$ cat src/design/acr_pkg.sv
// ---------------------------------------------------------------------------
// acr_pkg
// Types, list codes and port widths shared by the ARC replacement block.
// ---------------------------------------------------------------------------
package acr_pkg;

    // Field and port widths fixed by the stream and register formats
    localparam int IN_W      = 32;
    localparam int VPAGE_W   = 32;
    localparam int TARGET_W  = 11;
    localparam int HITCNT_W  = 32;
    localparam int RESULT_W  = 1 + 1 + VPAGE_W + TARGET_W + HITCNT_W;
    localparam int OUT_W     = ((RESULT_W + 7) / 8) * 8;
    localparam int CFG_W     = 11;
    localparam int APB_AW    = 3;
    localparam int APB_DW    = 32;

    localparam logic [CFG_W-1:0] CACHE_SIZE_RESET = 11'd1024;

    // Register index of cache_size within the register map
    localparam logic REG_CACHE_SIZE = 1'b0;

    // Directory list codes
    localparam logic [2:0] LST_FREE = 3'd0;
    localparam logic [2:0] LST_T1   = 3'd1;
    localparam logic [2:0] LST_T2   = 3'd2;
    localparam logic [2:0] LST_B1   = 3'd3;
    localparam logic [2:0] LST_B2   = 3'd4;

    // Index of each list in the head, tail and size arrays
    localparam logic [1:0] IX_T1 = 2'd0;
    localparam logic [1:0] IX_T2 = 2'd1;
    localparam logic [1:0] IX_B1 = 2'd2;
    localparam logic [1:0] IX_B2 = 2'd3;

    // One result, hit in the lowest bit
    typedef struct packed {
        logic [HITCNT_W-1:0] hit_total;
        logic [TARGET_W-1:0] target_t1;
        logic [VPAGE_W-1:0]  victim_page;
        logic                victim_valid;
        logic                hit;
    } acr_result_t;

    function automatic logic [1:0] list_index(input logic [2:0] code);
        return 2'(code - 3'd1);
    endfunction

endpackage

$ cat src/design/acr_front.sv
// ---------------------------------------------------------------------------
// acr_front
// Request intake: masks the page number and queues requests for the engine.
// ---------------------------------------------------------------------------
module acr_front
    import acr_pkg::*;
#(
    parameter int PAGE_BITS = 32
) (
    input  logic                 clk,
    input  logic                 rst_n,
    input  logic                 s_tvalid,
    output logic                 s_tready,
    input  logic [IN_W-1:0]      s_tdata,
    output logic                 q_valid,
    output logic [PAGE_BITS-1:0] q_page,
    input  logic                 q_pop
);

    logic [PAGE_BITS-1:0] ent_reg [2];
    logic                 wr_ptr_reg, wr_ptr_next;
    logic                 rd_ptr_reg, rd_ptr_next;
    logic [1:0]           cnt_reg, cnt_next;
    logic                 push;

    assign s_tready = (cnt_reg != 2'd2);
    assign push     = s_tvalid && s_tready;
    assign q_valid  = (cnt_reg != 2'd0);
    assign q_page   = ent_reg[rd_ptr_reg];

    // Advance pointers and occupancy
    always_comb begin
        wr_ptr_next = wr_ptr_reg ^ push;
        rd_ptr_next = rd_ptr_reg ^ q_pop;
        cnt_next    = cnt_reg + {1'b0, push} - {1'b0, q_pop};
    end

    always_ff @(posedge clk) begin
        if (!rst_n) begin
            wr_ptr_reg <= 1'b0;
            rd_ptr_reg <= 1'b0;
            cnt_reg    <= 2'd0;
        end else begin
            wr_ptr_reg <= wr_ptr_next;
            rd_ptr_reg <= rd_ptr_next;
            cnt_reg    <= cnt_next;
        end
        if (push) begin
            ent_reg[wr_ptr_reg] <= PAGE_BITS'(s_tdata);
        end
    end

endmodule

$ cat config.mk
export PLATFORM = sky130hd
export DESIGN_NAME = acr_front
export DESIGN_NICKNAME = d
export VERILOG_FILES = /design/src/design/acr_pkg.sv /design/src/design/acr_front.sv
export SDC_FILE = /design/constraint.sdc
export NUM_CORES = 1
export LEC_CHECK = 0
export BUFFER_PORTS_ARGS = -buffer_cell sky130_fd_sc_hd__buf_2
export CAP_MARGIN = 20
export CORE_UTILIZATION = 37
export CTS_BUF_LIST = sky130_fd_sc_hd__clkbuf_16
export CTS_CLUSTER_DIAMETER = 40
export DETAILED_ROUTE_END_ITERATION = 8
export PLACE_DENSITY = 0.59
export SYNTH_ARGS = -nofsm -noshare
export SYNTH_HDL_FRONTEND = slang
export SYNTH_SLANG_ARGS = --single-unit
$ cat constraint.sdc
create_clock -name clk -period 2.2 [get_ports clk]
set_input_delay 0 -clock clk [delete_from_list [all_inputs] [get_ports clk]]
set_output_delay 0 -clock clk [all_outputs]
set_load 0.02 [all_outputs]
### After elaboration in Yosys (flattened, before gate mapping)

Memory sizes are Yosys's and may differ from the RTL's. A register that Yosys moved wholly into a read port is not among the register bits.
Index checks and enable logic that the tools add are counted.
W data, S select, Z words.

| storage, ports and cells | value |
|---|---|
| logic and storage cells | 14 |
| memories kept | 1 |
| input bits | 36 |
| bits in writable memories | 64 |
| bits in registers | 4 |
| output and inout port bits | 34 |

Memory list:

| name | words | bits a word | read ports | clocked after memory_dff | write ports | line | source |
|---|---|---|---|---|---|---|---|
| ent_reg | 2 | 32 | 1 | 1 | 1 | acr_front.sv:20 | `logic [PAGE_BITS-1:0] ent_reg [2];` |

| operators by class | value |
|---|---|
| equal/unequal tests | 1 |
| mux-type cells | 3 |
| bitwise gates (word level) | 2 |
| $add $sub $neg | 2 |
| reductions and logical operators | 2 |

Operator list:

| cell | count |
|---|---|
| $mux W1 | 3 |
| $add A2 B1 Y2 | 1 |
| $ne A2 B2 Y1 const B | 1 |
| $reduce_bool A2 Y1 | 1 |
| $sub A2 B1 Y2 | 1 |
| $xor A1 B1 Y1 | 2 |
| $logic_and A1 B1 Y1 | 1 |

### Longest topological paths before layout

| depth | value |
|---|---|
| word-level depth | 4 |
| mapped depth | 6 |
| mapped depth without buffers | 6 |

### Least setup slack after synthesis

Ideal clock, no wire load.

| timing path | value |
|---|---|
| path type | reg2reg |
| from | reg cnt_reg[0] |
| to | mem ent_reg[1][0], enable pin |
| stages on the path, launching flop included | 4 |
| period minus slack after synthesis | 2.511 ns |
| setup time | 0.421 ns |
| setup slack | -0.311 ns |
| path buffers | 0 |
| arrival time | 2.090 ns |
| data required time | 1.779 ns |
| cell sequence | dfxtp_1 nand2b_1 nand2_1 nor2_1 |

| on the way | value |
|---|---|
| longest elaborated chain between the ends | 4 |

Ends and longest elaborated chain:

| item | line | source |
|---|---|---|
| start, declared | acr_front.sv:23 | `logic [1:0] cnt_reg, cnt_next;` |
| start signal, assigned | acr_front.sv:46 | `cnt_reg <= cnt_next;` |
| $ne A2 B2 Y1 | acr_front.sv:26 | `assign s_tready = (cnt_reg != 2'd2);` |
| via s_tready | acr_front.sv:13 | `output logic s_tready,` |
| $logic_and A1 B1 Y1 | acr_front.sv:27 | `assign push = s_tvalid && s_tready;` |
| $mux W1 | acr_front.sv:48 | `if (push) begin` |
| $mux W1 (implied by the code) | acr_front.sv:49 | `ent_reg[wr_ptr_reg] <= PAGE_BITS'(s_tdata);` |
| end, declared | acr_front.sv:20 |  |

The timed path passes the listed nets, and every way through them passes these cells.

==> impl_summary.md <==
Clock tree
The total clock sinks is 69. The buffer levels on the longest clock path is 2. The post-CTS setup buffer count is 0. The clock latency at the later pin of the worst-skew pair is 0.32 ns. The clock root buffer is sky130_fd_sc_hd__clkbuf_16. Buffers inserted during clock tree synthesis total 9. The register clock-pin slew on the reported worst setup and hold paths is 0.05 ns.

After clock tree synthesis, the repair step resized 0 gates. The maximum level of the CTS H-tree is 3. TritonCTS built the clock tree. After clock tree synthesis, the flow added hold-fix buffers numbering 33.

Route
Wires add up to 4.308 mm. The count of nets left with antenna violations once routing finished came out at 0. The mean routed wirelength per cell is 12.75 um. The total iterations of the first detailed-routing run is 4.

The number of DRC violations after detailed-routing iteration 0 is 61. The detailed router placed 1409 vias in this run. The post-detailed-route via-to-cell ratio is 4.169. For this run, design rule violations remaining after detail routing come to 0.

Synth
The number of enable flip-flop cells after synthesis is 64. After synthesis, the mean cell area works out to 21.37 sq um. After synthesis, the cell types taking the most area are sky130_fd_sc_hd__edfxtp_1 72%, sky130_fd_sc_hd__mux2_4 17%, sky130_fd_sc_hd__dfxtp_1 3.7%.

For this run, asynchronously set or reset flops after synthesis account for 0. When the netlist entered floorplanning its net count stood at 163. Counting flops and latches in the post-synthesis netlist gives 69.

The synthesis warning total is 0. Yosys mapped the design onto 20 distinct sky130hd cell types. The primary flip-flop cell chosen by synthesis mapping is sky130_fd_sc_hd__edfxtp_1. By instance count, the leading cell after synthesis is sky130_fd_sc_hd__edfxtp_1. After technology mapping, the gate count stands at 125. The part of the Yosys area used for sequential elements is 0.7569.

In this run the cell area of the synthesized design comes to 0.002671 sq mm. Counting instances in the post-synthesis netlist gives the leading cell types as 64 x sky130_fd_sc_hd__edfxtp_1, 30 x sky130_fd_sc_hd__mux2_4, 5 x sky130_fd_sc_hd__dfxtp_1. The post-synthesis cell type with the largest combined area is sky130_fd_sc_hd__edfxtp_1.

The area share of the leading cell type in the synthesized netlist is 0.7194.

Placed design
Routability-driven placement finished with a final weighted congestion of 0.6839. The post-placement worst setup slack is 0.7316 ns. In this run the tool buffered the top-level ports with 69 buffer cells. The HPWL after detailed placement is 2.874 mm.

Timing
The count of pins over their slew limit is 0. For the pin with the worst max-slew slack, the measured transition is 0.4496 ns. Across all setup checks in the final design, the least slack found is 0.5403 ns. The setup violation total in the final timing report is 0.

The final clock skew is 0.006656 ns. Static timing analysis puts the maximum clock frequency at 602.5 MHz. Setup repair after global routing left no endpoint under its margin. Headroom to the max-slew limit came out at 0.7003. Setup total negative slack on the finished layout was measured at 0 ns.

The final cycle utilization of the critical path is 0.7544. The number of hold violations in the final report was 0. The final critical path time including I/O delays and setup is 1.660 ns.

Die
The initial core utilization is 0.3889. In this run the count of I/O pins placed on the die edge is 70. The floorplan has 30 rows. The die width is 86.97 um. The floorplan step defined a core boundary enclosing 0.006869 sq mm. The area enclosed by the die boundary is 0.007564 sq mm. The die is 86.97 um tall.

Setup path
The critical path is of the flop to output pin type. The worst setup path is captured at an output pin. The category of the worst setup path launch point is a flop.

In this run the worst path has a maximum fanout of 20. The arrival time at the worst endpoint is 1.66 ns. At the worst endpoint, the required time is 2.20 ns.

Global routing
Entering global routing, the biggest net connects 33 pins. The all-layer global routing usage is 0.1300. The overflow left after global routing is 0. The via count of the first global-routing pass came to 1528. The wire length of the first global-routing pass is 7.100 mm. The number of antenna violations at the first check in global routing is 0.

Cells and area
The fraction of final layout cells sized beyond drive strength 1 is 0.4752. The register with the most flip-flops in the layout has 64 of them. The antenna diode count is 0. The area added between synthesis and finish is 40.52%. The final net count is 276.

Job
The max capacitance violation total is 0.

Outcome
The flow ran to the end, and the final reports show no timing, DRC or antenna violations.

Pwr
The static leakage is 0.001523 uW. Power spread over the standard cell area amounts to 935.4 mW/mm^2. Across the VDD grid, the largest voltage drop is 482.1 uV.

Worst hold path
The worst hold-check path type is input pin to flop.
[metal layers]
layer,GRT usage,up-vias,share of wire
met2,0.2262,40,0.51
met1,0.1456,657,0.43
met3,0.04076,8,0.037
met5,0,-,0
met4,0.05909,0,0.018
li1,-,704,-
[through the flow]
| stage | area (sq um) | std cells | hold WS [ns] | power [uW] | utilization |
|---|---|---|---|---|---|
| after detailed placement | 3149 | 290 | 0.1943 | 2214 | 0.4585 |
| after CTS | 3754 | 338 | 0.06821 | 3558 | 0.5464 |
| final | 3754 | 338 | 0.07539 | 3511 | 0.5464 |
| after floorplan | 2674 | 125 | 0.09887 | 2033 | - |
| after global routing | 3754 | 338 | 0.1032 | 3676 | 0.5464 |
| after global placement | 3149 | 290 | 0.1900 | 2208 | 0.4585 |
[placed cells by master (no fill, tap or decap), drive strengths merged]
cell type     n
nand2b        2
edfxtp       64
clkbuf        9
nor2          1
bufinv        1
dlygate4sd3  33
dfxtp         5
a21oi         1
clkinv        2
or2           1
nand2         2
buf          73
and2          3
nor2b         1
mux2         32
ha            2
inv           5
xnor2         1
a21bo         1
nor3b         1
xor2          1
mux2i         1
[logic make-up (layout without fill, tap and decap cells)]
logic type | Yosys count | in the layout | synth area share
compound gates | 2 | 2 | 0.005619
xor+xnor | 2 | 2 | 0.006559
fa+ha+maj | 2 | 2 | 0.009366
mux | 33 | 33 | 0.1808
buf+inv | 6 | 123 | 0.01733
flops | 69 | 69 | 0.7569
simple gates | 11 | 11 | 0.02342
[power breakdown]
group	total (uW)	leakage [uW]	switching, uW	internal (uW)
clock	1290	0.000144	441	847
sequential	1630	0.000639	45.2	1590
combinational	590	0.000740	303	287
[area by class of cell]
| cell class | count | area, sq um |
|---|---|---|
| Clock buffer | 9 | 225.2 |
| Sequential cell | 69 | 2023 |
| Fill cell | 567 | 3115 |
| Tap cell | 96 | 120.1 |
| Clock inverter | 6 | 48.80 |
| Multi-Input combinational cell | 50 | 610.6 |
| Inverter | 2 | 7.507 |
| Timing Repair Buffer | 106 | 718.2 |
[worst paths after layout]
check / cells after the start / to / from / slack (ns)
max: 3 / q_page[3] / flop / 0.54
min: 3 / flop / q_pop / 0.08
min reg2reg: 2 / flop / rd_ptr_reg / 0.58
max reg2reg: 5 / ent_reg[0][27] / cnt_reg[0] / 0.73
[critical path, cell delays in order (launching register included)]
cell and delay [ns]:
sky130_fd_sc_hd__dfxtp_2 0.60, sky130_fd_sc_hd__buf_12 0.26, sky130_fd_sc_hd__mux2_4 0.32, sky130_fd_sc_hd__buf_2 0.16
(Power assumes the default switching activity.)
